**src/design/hbw_pkg.sv**
```systemverilog
// Shared types and constants of the heartbeat watchdog.
// Depends on nothing; every other file of the block imports it.
package hbw_pkg;

    localparam int TIME_W      = 63;
    localparam int LIMIT_W     = 48;
    localparam int CFG_IDX_W   = 3;
    localparam int CFG_DATA_W  = 63;
    localparam int SRC_IDX_W   = 2;
    localparam int STATE_W     = 2;
    localparam int MAX_SOURCES = 4;
    localparam int DEF_SOURCES = 4;

    localparam logic [LIMIT_W-1:0] DEF_TIMEOUT = LIMIT_W'(100000000);

    // configuration register indexes
    localparam logic [CFG_IDX_W-1:0] CFG_GRACE    = 3'd0;
    localparam logic [CFG_IDX_W-1:0] CFG_START    = 3'd1;
    localparam logic [CFG_IDX_W-1:0] CFG_TIMEOUT0 = 3'd2;
    localparam logic [CFG_IDX_W-1:0] CFG_CRIT     = 3'd6;

    // command codes
    localparam logic CMD_UPDATE = 1'b0;
    localparam logic CMD_EVAL   = 1'b1;

    // source and overall state codes
    localparam logic [STATE_W-1:0] ST_WAITING = 2'd0;
    localparam logic [STATE_W-1:0] ST_HEALTHY = 2'd1;
    localparam logic [STATE_W-1:0] ST_TIMEOUT = 2'd2;

    typedef struct packed {
        logic                 command;
        logic [SRC_IDX_W-1:0] source_index;
        logic [TIME_W-1:0]    now_time;
    } in_item_t;

    typedef struct packed {
        logic [SRC_IDX_W-1:0] result_source;
        logic [STATE_W-1:0]   source_state;
        logic                 heard_once;
        logic [TIME_W-1:0]    last_seen_time;
        logic                 is_critical;
        logic [STATE_W-1:0]   group_state;
        logic                 critical_all_healthy;
        logic                 last_of_run;
    } out_item_t;

    // controller to datapath
    typedef struct packed {
        logic                 upd;
        logic                 load_now;
        logic                 eval;
        logic                 emit;
        logic                 last;
        logic [SRC_IDX_W-1:0] idx;
    } hbw_cmd_t;

    // datapath to controller
    typedef struct packed {
        logic out_free;
    } hbw_stat_t;

endpackage

```
**src/design/hbw_ctrl.sv**
```systemverilog
// Sequencer of the heartbeat watchdog: idle, per-source evaluate pass, emit pass.
// Depends on hbw_pkg.
module hbw_ctrl #(
    parameter int SOURCES = hbw_pkg::DEF_SOURCES
) (
    input  logic              clk,
    input  logic              rst_n,
    input  logic              in_valid,
    input  logic              in_command,
    output logic              in_stall,
    input  hbw_pkg::hbw_stat_t stat,
    output hbw_pkg::hbw_cmd_t  cmd
);
    import hbw_pkg::*;

    localparam logic [1:0] S_IDLE = 2'd0;
    localparam logic [1:0] S_EVAL = 2'd1;
    localparam logic [1:0] S_EMIT = 2'd2;

    localparam logic [SRC_IDX_W-1:0] LAST_IDX = SRC_IDX_W'(SOURCES - 1);

    logic [1:0]           state_reg, state_next;
    logic [SRC_IDX_W-1:0] cnt_reg, cnt_next;
    logic                 is_last;

    assign is_last  = (cnt_reg == LAST_IDX);
    assign in_stall = (state_reg != S_IDLE);

    always_comb
    begin
        state_next   = state_reg;
        cnt_next     = cnt_reg;
        cmd          = '0;
        cmd.idx      = cnt_reg;
        cmd.last     = is_last;
        case (state_reg)
            S_IDLE:
            begin
                if (in_valid)
                begin
                    if (in_command == CMD_UPDATE)
                    begin
                        cmd.upd = 1'b1;
                    end
                    else
                    begin
                        cmd.load_now = 1'b1;
                        cnt_next     = '0;
                        state_next   = S_EVAL;
                    end
                end
            end
            S_EVAL:
            begin
                cmd.eval = 1'b1;
                if (is_last)
                begin
                    cnt_next   = '0;
                    state_next = S_EMIT;
                end
                else
                begin
                    cnt_next = cnt_reg + 1'b1;
                end
            end
            S_EMIT:
            begin
                if (stat.out_free)
                begin
                    cmd.emit = 1'b1;
                    if (is_last)
                    begin
                        cnt_next   = '0;
                        state_next = S_IDLE;
                    end
                    else
                    begin
                        cnt_next = cnt_reg + 1'b1;
                    end
                end
            end
            default:
            begin
                state_next = S_IDLE;
            end
        endcase
    end

    always_ff @(posedge clk or negedge rst_n)
    begin
        if (!rst_n)
        begin
            state_reg <= S_IDLE;
            cnt_reg   <= '0;
        end
        else
        begin
            state_reg <= state_next;
            cnt_reg   <= cnt_next;
        end
    end

endmodule

```
**src/design/hbw_dp.sv**
```systemverilog
// Datapath of the heartbeat watchdog: configuration, last-seen store, the shared
// elapsed-time compare unit, per-source state and the output register. Depends on hbw_pkg.
module hbw_dp #(
    parameter int SOURCES = hbw_pkg::DEF_SOURCES
) (
    input  logic                              clk,
    input  logic                              rst_n,
    input  logic                              cfg_we,
    input  logic [hbw_pkg::CFG_IDX_W-1:0]     cfg_index,
    input  logic [hbw_pkg::CFG_DATA_W-1:0]    cfg_data,
    input  hbw_pkg::in_item_t                 in_item,
    input  hbw_pkg::hbw_cmd_t                 cmd,
    output hbw_pkg::hbw_stat_t                stat,
    output logic                              out_valid,
    input  logic                              out_stall,
    output hbw_pkg::out_item_t                out_item
);
    import hbw_pkg::*;

    localparam int SRC_W = (SOURCES > 1) ? $clog2(SOURCES) : 1;

    logic [LIMIT_W-1:0]   grace_reg;
    logic [TIME_W-1:0]    start_reg;
    logic [LIMIT_W-1:0]   timeout_reg [SOURCES];
    logic [SOURCES-1:0]   crit_reg;

    logic [TIME_W-1:0]    store_reg [SOURCES];
    logic [SOURCES-1:0]   heard_reg;
    logic [STATE_W-1:0]   st_reg [SOURCES];

    logic [TIME_W-1:0]    now_reg;
    logic                 any_to_reg;
    logic                 any_wait_reg;
    logic                 all_ok_reg;

    logic                 out_valid_reg;
    out_item_t            out_reg;

    logic [SRC_W-1:0]     idx;
    logic [SRC_W-1:0]     upd_idx;
    logic                 upd_ok;
    logic [CFG_IDX_W-1:0] cfg_off;
    logic [SRC_W-1:0]     cfg_src;
    logic                 cfg_to_hit;

    logic                 heard;
    logic [TIME_W-1:0]    then_v;
    logic [LIMIT_W-1:0]   limit_v;
    logic [TIME_W:0]      diff;
    logic [TIME_W-1:0]    elapsed;
    logic                 expired;
    logic [STATE_W-1:0]   st_new;
    logic                 bad_crit;
    logic [STATE_W-1:0]   overall;

    assign idx     = cmd.idx[SRC_W-1:0];
    assign upd_idx = in_item.source_index[SRC_W-1:0];
    assign upd_ok  = (3'(in_item.source_index) < 3'(SOURCES));

    assign cfg_off    = cfg_index - CFG_TIMEOUT0;
    assign cfg_src    = cfg_off[SRC_W-1:0];
    assign cfg_to_hit = (cfg_index >= CFG_TIMEOUT0)
                     && (4'(cfg_index) < 4'(CFG_TIMEOUT0) + 4'(SOURCES));

    // one subtract and compare per cycle, shared by all sources
    assign heard   = heard_reg[idx];
    assign then_v  = heard ? store_reg[idx] : start_reg;
    assign limit_v = heard ? timeout_reg[idx] : grace_reg;
    assign diff    = {1'b0, now_reg} - {1'b0, then_v};
    assign elapsed = diff[TIME_W] ? '0 : diff[TIME_W-1:0];
    assign expired = (elapsed >= {{(TIME_W-LIMIT_W){1'b0}}, limit_v});
    assign st_new  = expired ? ST_TIMEOUT : (heard ? ST_HEALTHY : ST_WAITING);
    assign bad_crit = crit_reg[idx] && (st_new != ST_HEALTHY);

    assign overall = any_to_reg ? ST_TIMEOUT : (any_wait_reg ? ST_WAITING : ST_HEALTHY);

    assign stat.out_free = !out_valid_reg || !out_stall;
    assign out_valid     = out_valid_reg;
    assign out_item      = out_reg;

    // configuration registers
    always_ff @(posedge clk or negedge rst_n)
    begin
        if (!rst_n)
        begin
            grace_reg <= '0;
            start_reg <= '0;
            crit_reg  <= '1;
            for (int i = 0; i < SOURCES; i++)
            begin
                timeout_reg[i] <= DEF_TIMEOUT;
            end
        end
        else if (cfg_we)
        begin
            if (cfg_index == CFG_GRACE)
            begin
                grace_reg <= cfg_data[LIMIT_W-1:0];
            end
            if (cfg_index == CFG_START)
            begin
                start_reg <= cfg_data[TIME_W-1:0];
            end
            if (cfg_to_hit)
            begin
                timeout_reg[cfg_src] <= cfg_data[LIMIT_W-1:0];
            end
            if (cfg_index == CFG_CRIT)
            begin
                crit_reg <= cfg_data[SOURCES-1:0];
            end
        end
    end

    // last-seen store and heard flags
    always_ff @(posedge clk or negedge rst_n)
    begin
        if (!rst_n)
        begin
            heard_reg <= '0;
            for (int i = 0; i < SOURCES; i++)
            begin
                store_reg[i] <= '0;
            end
        end
        else if (cmd.upd && upd_ok)
        begin
            store_reg[upd_idx] <= in_item.now_time;
            heard_reg[upd_idx] <= 1'b1;
        end
    end

    // evaluate pass: per-source state and the critical summary
    always_ff @(posedge clk or negedge rst_n)
    begin
        if (!rst_n)
        begin
            any_to_reg   <= 1'b0;
            any_wait_reg <= 1'b0;
            all_ok_reg   <= 1'b1;
        end
        else if (cmd.load_now)
        begin
            any_to_reg   <= 1'b0;
            any_wait_reg <= 1'b0;
            all_ok_reg   <= 1'b1;
        end
        else if (cmd.eval && bad_crit)
        begin
            all_ok_reg <= 1'b0;
            if (st_new == ST_TIMEOUT)
            begin
                any_to_reg <= 1'b1;
            end
            if (st_new == ST_WAITING)
            begin
                any_wait_reg <= 1'b1;
            end
        end
    end

    always_ff @(posedge clk)
    begin
        if (cmd.load_now)
        begin
            now_reg <= in_item.now_time;
        end
        if (cmd.eval)
        begin
            st_reg[idx] <= st_new;
        end
    end

    // output register
    always_ff @(posedge clk or negedge rst_n)
    begin
        if (!rst_n)
        begin
            out_valid_reg <= 1'b0;
        end
        else if (cmd.emit)
        begin
            out_valid_reg <= 1'b1;
        end
        else if (!out_stall)
        begin
            out_valid_reg <= 1'b0;
        end
    end

    always_ff @(posedge clk)
    begin
        if (cmd.emit)
        begin
            out_reg.result_source        <= cmd.idx;
            out_reg.source_state         <= st_reg[idx];
            out_reg.heard_once           <= heard_reg[idx];
            out_reg.last_seen_time       <= store_reg[idx];
            out_reg.is_critical          <= crit_reg[idx];
            out_reg.group_state          <= overall;
            out_reg.critical_all_healthy <= all_ok_reg;
            out_reg.last_of_run          <= cmd.last;
        end
    end

endmodule

```
**src/design/multi_source_heartbeat_watchdog.sv**
```systemverilog
// Top level of the heartbeat watchdog: controller plus datapath.
// Depends on hbw_pkg, hbw_ctrl and hbw_dp.
//
// Usage:
//   Input channel (in_valid / in_stall / in_item) takes one item per command.
//   An update item (command 0) stores now_time as the last-seen time of the
//   named source and marks it heard; it yields no result.
//   Updates to a source index at or above SOURCES are dropped.
//   An evaluate item (command 1) yields SOURCES result items on the output
//   channel (out_valid / out_stall / out_item), in source order, with
//   last_of_run set on the final one.
//   An evaluate runs the sources through the shared elapsed-time
//   subtract/compare unit (one source a cycle), then loads the results
//   into the output register, one after another, in source order.
//   The block works on one item at a time; in_stall is high while it does.
//   When the receiver stalls, the output register holds its result and the
//   emit pass waits; a finished last result may sit in the output register
//   while the next item is accepted.
//   Configuration (cfg_we / cfg_index / cfg_data) is to be written only
//   while idle; the block itself does not enforce this. Reset clears the
//   heard flags and last-seen store, and returns the configuration
//   registers to their defaults (grace 0, start 0, timeouts 100 ms, all
//   critical).
module multi_source_heartbeat_watchdog #(
    parameter int SOURCES = hbw_pkg::DEF_SOURCES
) (
    input  logic                           clk,
    input  logic                           rst_n,
    input  logic                           cfg_we,
    input  logic [hbw_pkg::CFG_IDX_W-1:0]  cfg_index,
    input  logic [hbw_pkg::CFG_DATA_W-1:0] cfg_data,
    input  logic                           in_valid,
    output logic                           in_stall,
    input  hbw_pkg::in_item_t              in_item,
    output logic                           out_valid,
    input  logic                           out_stall,
    output hbw_pkg::out_item_t             out_item
);
    import hbw_pkg::*;

    hbw_cmd_t  cmd;
    hbw_stat_t stat;

    // sequencer: idle, evaluate pass, emit pass
    hbw_ctrl #(
        .SOURCES (SOURCES)
    ) u_ctrl (
        .clk        (clk),
        .rst_n      (rst_n),
        .in_valid   (in_valid),
        .in_command (in_item.command),
        .in_stall   (in_stall),
        .stat       (stat),
        .cmd        (cmd)
    );

    // configuration, store, compare unit and output register
    hbw_dp #(
        .SOURCES (SOURCES)
    ) u_dp (
        .clk       (clk),
        .rst_n     (rst_n),
        .cfg_we    (cfg_we),
        .cfg_index (cfg_index),
        .cfg_data  (cfg_data),
        .in_item   (in_item),
        .cmd       (cmd),
        .stat      (stat),
        .out_valid (out_valid),
        .out_stall (out_stall),
        .out_item  (out_item)
    );

endmodule
```
**config.mk**
```make
export PLATFORM = sky130hd
export DESIGN_NAME = multi_source_heartbeat_watchdog
export DESIGN_NICKNAME = d
export VERILOG_FILES = /design/src/design/hbw_pkg.sv /design/src/design/hbw_ctrl.sv /design/src/design/hbw_dp.sv /design/src/design/multi_source_heartbeat_watchdog.sv
export SDC_FILE = /design/constraint.sdc
export NUM_CORES = 1
export LEC_CHECK = 0
export CELL_PAD_IN_SITES_DETAIL_PLACEMENT = 0
export CELL_PAD_IN_SITES_GLOBAL_PLACEMENT = 1
export CORE_MARGIN = 3
export CORE_UTILIZATION = 35
export CTS_CLUSTER_SIZE = 16
export DETAILED_ROUTE_END_ITERATION = 10
export DONT_BUFFER_PORTS = 1
export PLACE_DENSITY_LB_ADDON = 0.1
export SYNTH_ARGS = -nofsm -noshare
export SYNTH_HDL_FRONTEND = slang
export SYNTH_HIERARCHICAL = 1
export SYNTH_SLANG_ARGS = --single-unit
```
**constraint.sdc**
```tcl
create_clock -name clk -period 8.5 [get_ports clk]
set_input_delay 1.275 -clock clk [delete_from_list [all_inputs] [get_ports clk]]
set_output_delay 1.275 -clock clk [all_outputs]
set_load 0.1 [all_outputs]
```
---- After elaboration in Yosys (flattened, before gate mapping) ----
Memories as Yosys holds them, arrays and structs flattened. A register that Yosys moved wholly into a read port is not among the register bits.
Index checks and enable logic that the tools add are counted.
Widths: inputs -> output; s select.
word-level totals
  output and inout bits ................... 75
  word-level logic and storage cells ...... 137
  memories kept ........................... 1
  memory bits (writable) .................. 8
  flip-flop bits (word level) ............. 705
  input bits .............................. 137
memories
  memory       words  width  read ports  clocked after Yosys merged registers in  wr ports  line          text
  u_dp.st_reg  4      2      1           1                                        1         hbw_dp.sv:29  logic [STATE_W-1:0] st_reg [SOURCES];
operators by class
  magnitude comparators ................... 11
  add/sub/neg operators ................... 3
  muxes and demuxes ....................... 54
  bitwise gates (word level) .............. 4
  reductions and logical operators ........ 25
  eq/ne operators ......................... 13
operators by type and width
  cell                number
  $mux 63             5
  $bwmux 252          1
  $bwmux 192          1
  $mux 48             4
  $bmux 63 s2         1
  $demux 63 s2        1
  $bmux 48 s2         1
  $demux 48 s2        1
  $sub 63x63->64      1
  $ge 63x48->1        1
  $mux 2              12
  $mux 1              22
  $pmux 2 s3          2
  $reduce_and 2->1    6
  $ge 3x3->1 const B  3
  $not 2->3           3
  $ne 2x1->1 const B  4
  $reduce_bool 2->1   4
  $eq 2x2->1 const B  3
  $logic_and 1x1->1   6
  $lt 2x3->1 const B  2
  $lt 3x1->1 const B  2
  $ne 2x2->1 const B  3
  $reduce_and 5->1    1
  other kinds (17)    20

---- Logic depth before layout (Yosys ltp) ----
  depth after elaboration ................. 14
  depth in mapped cells ................... 29

---- Cells and area by module ----
Netlist, hierarchy kept.
modules (own cells, without submodules)
  module    area an instance (um2)  cells each  instances  seq. area each (um2)
  hbw_dp    34611.9                 2427        1          18579.1
  hbw_ctrl  335.3                   32          1          100.1

---- Least setup slack after synthesis ----
OpenSTA, ideal clock, no wires.
  path type ............................... register to register
  start point ............................. register u_ctrl.cnt_reg[0]
  end point ............................... memory u_dp.st_reg[0][0] (data pin)
  library setup time ...................... 276 ps
  slack ................................... 1585 ps
  arrival time ............................ 6639 ps
  stages on the path, launching flop included .. 28
  cell sequence ........................... dfrtp_1 -> clkbuf_1 -> buf_1 -> mux4_2 -> mux2i_1 -> ha_1 -> buf_6 -> a21oi_4 -> o21ai_2 -> or3_1 -> o31a_1 -> a311o_2 -> a21oi_1 -> o21a_1 -> clkbuf_1 -> clkbuf_1 -> nor2_1 -> ha_1 -> nand3_1 -> nor2_1 -> nand3_1 -> nor4_1 -> a221oi_1 -> o41ai_1 -> nor4_1 -> and4b_1 -> a31oi_1 -> nor2b_1
between the ends
  longest elaborated chain between the ends .. 9
ends and longest elaborated chain
  what                                         line                        text
  start: declaration                           hbw_ctrl.sv:23              logic [SRC_IDX_W-1:0] cnt_reg, cnt_next;
  start signal: assignment                     hbw_ctrl.sv:99              cnt_reg <= cnt_next;
  $not 2->3 (not written as such)              hbw_dp.sv:67, hbw_dp.sv:68
  $bmux 63 s2                                  hbw_dp.sv:67                assign then_v = heard ? store_reg[idx] : start_reg;
  $mux 63 (not written as such) (2 in series)  hbw_dp.sv:67
  $mux 63                                      hbw_dp.sv:67
  $sub 63x63->64                               hbw_dp.sv:69                assign diff = {1'b0, now_reg} - {1'b0, then_v};
  $mux 63                                      hbw_dp.sv:70                assign elapsed = diff[TIME_W] ? '0 : diff[TIME_W-1:0];
  $ge 63x48->1 (*)                             hbw_dp.sv:71                assign expired = (elapsed >= {{(TIME_W-LIMIT_W){1'b0}}, limit_v});
  via u_dp.expired                             hbw_dp.sv:51                logic expired;
  $mux 2 (*)                                   hbw_dp.sv:72                assign st_new = expired ? ST_TIMEOUT : (heard ? ST_HEALTHY : ST_WAITING);
  via u_dp.st_new[0]                           hbw_dp.sv:52                logic [STATE_W-1:0] st_new;
  end: declaration                             hbw_dp.sv:29
Mark *: on every way through the listed nets, which the timed path passes. The rest lies on a longest branch. The select of a mux whose other input is x is not followed.

---- Worst setup path after layout ----
  start point ............................. register u_ctrl.cnt_reg[0]
  end point ............................... memory u_dp.st_reg[2][0] (data pin)
The elaborated chain is that of the path after synthesis.

==> impl_metrics.csv <==
group,metric,value,unit
run_status,status,"complete, no violations",
placed_design,detailedPlacementHpwl,69700,um
synthesis,synthDistinctLibCells,86,
route,route.met3.wl,6000,um
route,first_iter_violations,1312,
synthesis,synthesis_warnings,6,
sta,final_period_utilization,93.8,%
final_layout,sequential_cell_area,18700,um2
global_route,global_route.usage.total,20.0,%
global_route,antenna_found_initial,4,
die,io_pins,212,
synthesis,synthFlopType,"sky130_fd_sc_hd__dfrtp_1",
sta,finalHoldViolCount,0,
sta,max-slew-margin-rel,9.45,%
route,route.vias.total,21000,
die,core_area,98700,um2
run,max_cap_violations,0,
die,floorplan.initialDensity,35.4,%
placed_design,gp_congestion,0.876,
final_layout,multi_input_comb_area,15700,um2
worst_hold_path,min_path_type,"in2async",
synthesis,synth_seq_area_share,53.4,%
worst_setup_path,critical_path.startpoint_type,"register",
clock_network,cts_post_setup_buffers_inserted,0,
final_layout,fillerInstances,9273,
clock_network,clock_tree_from_tritoncts,"built",
route,route.detailed.drc,0,
placed_design,portBuffers,0,
global_route,grt_remaining_overflow,0,
synthesis,netlist_area_pre_place,34900,um2
die,std_cell_rows,115,
clock_network,ctsHtreeMaxLevel,3,
synthesis,postSynthRegisterBits,715,
synthesis,syn-num-nets,2717,
clock_network,clk_root_buffer_cell,"sky130_fd_sc_hd__clkbuf_16",
clock_network,clkTransAtPathRegs,0.06,ns
clock_network,hold_buffers,0,
route,routed-wl-met2,46500,um
die,dieHeight,322,um
global_route,grt_start_max_net_pins,572,
worst_setup_path,crit_arrival,8.42,ns
clock_network,clock_sinks,715,
final_layout,largest_register_ff_count,252,
global_route,first_global_vias,22400,
synthesis,synthArstFlopShare,79.9,%
final_layout,area_added_between_synthesis_and_finish,11.7,%
final_layout,finish.net_count,2705,
sta,max_freq,0.125,GHz
sta,fin_crit,7.97,ns
sta,drv_slew,0,
worst_setup_path,cp-end-kind,"register",
route,routedWlPerCell,27.2,um
route,routed_wirelength,104000,um
synthesis,synth_enable_flop_cells,144,
sta,finalSetupTns,0,ns
clock_network,cts_repair_resize_count,0,
route,via_per_inst,5.52,
final_layout,layout_common_cells,"563 x sky130_fd_sc_hd__mux2_2, 516 x sky130_fd_sc_hd__dfrtp_1, 144 x sky130_fd_sc_hd__edfxtp_1, 120 x sky130_fd_sc_hd__ha_1, 114 x sky130_fd_sc_hd__mux4_2",
clock_network,worst_skew_pair.late_latency,0.65,ns
sta,finalClockSkew,0.0166,ns
route,highest-signal-layer,"met5",
global_route,first_pass_grt_wire_length,153000,um
final_layout,most_common_cell_after_layout_fill_and_taps_aside,"sky130_fd_sc_hd__mux2_2",
die,die_x,322,um
clock_network,clk_path_buf_depth,3,
sta,setup-violations-final,0,
clock_network,cts-buffers-inserted,83,
route,met1Wirelength,48700,um
worst_setup_path,criticalPathCategory,"reg2reg",
sta,worst_pin_slew,1.36,ns
die,dieArea,104000,um2
route,postRouteAntennaNets,0,
synthesis,syn_area_per_cell,14.2,um2
final_layout,layout.core_utilization,39.5,%
final_layout,layout-drive-gt1-share,37.0,%
worst_setup_path,worst-endpoint-required,8.95,ns
worst_setup_path,crit_path_max_fo,70,
synthesis,synthesis.instances,2459,
sta,rsz_0062_raised_after_global_routing,"false",
route,dr.pass1.iters,5,
## through the flow
stage / hold slack [ns] / instances / setup slack, ns / instance area [um2]
2_1_floorplan: 0.429 / 2459 / 1.59 / 34900
6_report: 0.374 / 3807 / 0.528 / 39000
4_1_cts: 0.355 / 3805 / 0.342 / 39000
5_1_grt: 0.334 / 3805 / 0.0370 / 39000
3_5_place_dp: 0.450 / 3649 / 0.388 / 36400
3_3_place_gp: 0.447 / 3649 / 0.615 / 36400
## logic make-up after synthesis
kind of cell    after synthesis  share of synthesized area (%)
simple gates                331                           4.68
mux                         790                           28.8
flops                       715                           53.4
compound gates              297                           5.60
xor+xnor                     52                           1.32
fa+ha+maj                   121                           4.35
buf+inv                     153                           1.82
## synth_stat cells, types with 7 or more instances
| cell | count | area (um2) |
|---|---|---|
| sky130_fd_sc_hd__nand4_1 | 34 | 213 |
| sky130_fd_sc_hd__xnor2_1 | 25 | 219 |
| sky130_fd_sc_hd__o21ai_0 | 49 | 245 |
| sky130_fd_sc_hd__o21bai_1 | 12 | 90.1 |
| sky130_fd_sc_hd__nand2b_1 | 12 | 75.1 |
| sky130_fd_sc_hd__edfxtp_1 | 144 | 4320 |
| sky130_fd_sc_hd__and3_1 | 7 | 43.8 |
| sky130_fd_sc_hd__and2_1 | 10 | 62.6 |
| sky130_fd_sc_hd__mux2i_1 | 111 | 1110 |
| sky130_fd_sc_hd__dfrtp_1 | 518 | 13000 |
| sky130_fd_sc_hd__xor2_1 | 26 | 228 |
| sky130_fd_sc_hd__inv_1 | 22 | 82.6 |
| sky130_fd_sc_hd__a21o_1 | 34 | 255 |
| sky130_fd_sc_hd__nor3_1 | 20 | 100 |
| sky130_fd_sc_hd__mux2_2 | 563 | 6340 |
| sky130_fd_sc_hd__dfstp_2 | 53 | 1390 |
| sky130_fd_sc_hd__and4_1 | 7 | 61.3 |
| sky130_fd_sc_hd__clkbuf_1 | 90 | 338 |
| sky130_fd_sc_hd__ha_1 | 120 | 1500 |
| sky130_fd_sc_hd__nor4_1 | 8 | 50.1 |
| sky130_fd_sc_hd__mux4_2 | 115 | 2590 |
| sky130_fd_sc_hd__a21oi_1 | 94 | 470 |
| sky130_fd_sc_hd__o21a_1 | 11 | 82.6 |
| sky130_fd_sc_hd__nand2_1 | 82 | 308 |
| sky130_fd_sc_hd__nor2_1 | 100 | 375 |
| sky130_fd_sc_hd__a31oi_1 | 12 | 75.1 |
| sky130_fd_sc_hd__buf_1 | 32 | 120 |
| sky130_fd_sc_hd__nand3_1 | 19 | 95.1 |
| sky130_fd_sc_hd__o211ai_1 | 10 | 75.1 |
## layout make-up
class                   instances  area share, %
repair buffers                 34          0.782
multi-input cells            1591           40.2
flip-flops and latches        715           47.9
diodes                          2         0.0128
clock inverters                21          0.442
well taps                    1287           4.13
clock buffers                 135           6.37
inverters                      22          0.212
## worst paths after layout
| kind | startpoint | endpoint | cells past startpoint | slack, ns |
|---|---|---|---|---|
| min | rst_n | u_dp/timeout_reg[60]$_DFFE_PN0P_ | 0 | 0.37 |
| min in group clk | u_dp/heard_reg[0]$_DFFE_PN0P_ | u_dp/heard_reg[0]$_DFFE_PN0P_ | 1 | 0.47 |
| min reg2reg | u_dp/heard_reg[0]$_DFFE_PN0P_ | u_dp/heard_reg[0]$_DFFE_PN0P_ | 1 | 0.47 |
| max | u_ctrl/cnt_reg[0]$_DFFE_PN0P_ | u_dp/st_reg[2][0]$_DFFE_PP_ | 26 | 0.53 |
| max reg2reg | u_ctrl/cnt_reg[0]$_DFFE_PN0P_ | u_dp/st_reg[2][0]$_DFFE_PP_ | 26 | 0.53 |
| max in group asynchronous | rst_n | u_dp/store_reg[245]$_DFFE_PN0P_ | 0 | 7.07 |
## worst max-delay path: stages, from the launching register on
cell and delay [ns]:
sky130_fd_sc_hd__dfrtp_4 0.50, sky130_fd_sc_hd__mux4_4 0.69, sky130_fd_sc_hd__buf_12 0.27, sky130_fd_sc_hd__mux2i_1 0.20, sky130_fd_sc_hd__ha_1 0.40, sky130_fd_sc_hd__a21oi_1 0.31
sky130_fd_sc_hd__and2_1 0.18, sky130_fd_sc_hd__a21oi_1 0.10, sky130_fd_sc_hd__o311ai_0 0.83, sky130_fd_sc_hd__buf_4 0.25, sky130_fd_sc_hd__a31oi_1 0.13, sky130_fd_sc_hd__nor3_1 0.42
sky130_fd_sc_hd__nor2_1 0.08, sky130_fd_sc_hd__nor2_1 0.19, sky130_fd_sc_hd__o21ba_2 0.16, sky130_fd_sc_hd__xor2_1 0.28, sky130_fd_sc_hd__nor2_1 0.09, sky130_fd_sc_hd__ha_1 0.37
sky130_fd_sc_hd__nand4_1 0.10, sky130_fd_sc_hd__nor2_1 0.04, sky130_fd_sc_hd__a2111o_1 0.33, sky130_fd_sc_hd__a221oi_1 0.48, sky130_fd_sc_hd__o41ai_2 0.21, sky130_fd_sc_hd__nor4_1 0.32
sky130_fd_sc_hd__and4b_1 0.27, sky130_fd_sc_hd__a31oi_1 0.20, sky130_fd_sc_hd__nor2b_1 0.27
## metal layers
metal	vias up	global-route usage (%)
met1	11200	28.2
met3	113	5.03
met5	-	0
met4	2	5.61
li1	9285	-
met2	440	30.6
Power is left out: the tool's default activity adds up to more than one toggle a clock period on the data nets, which glitch-free logic cannot reach.
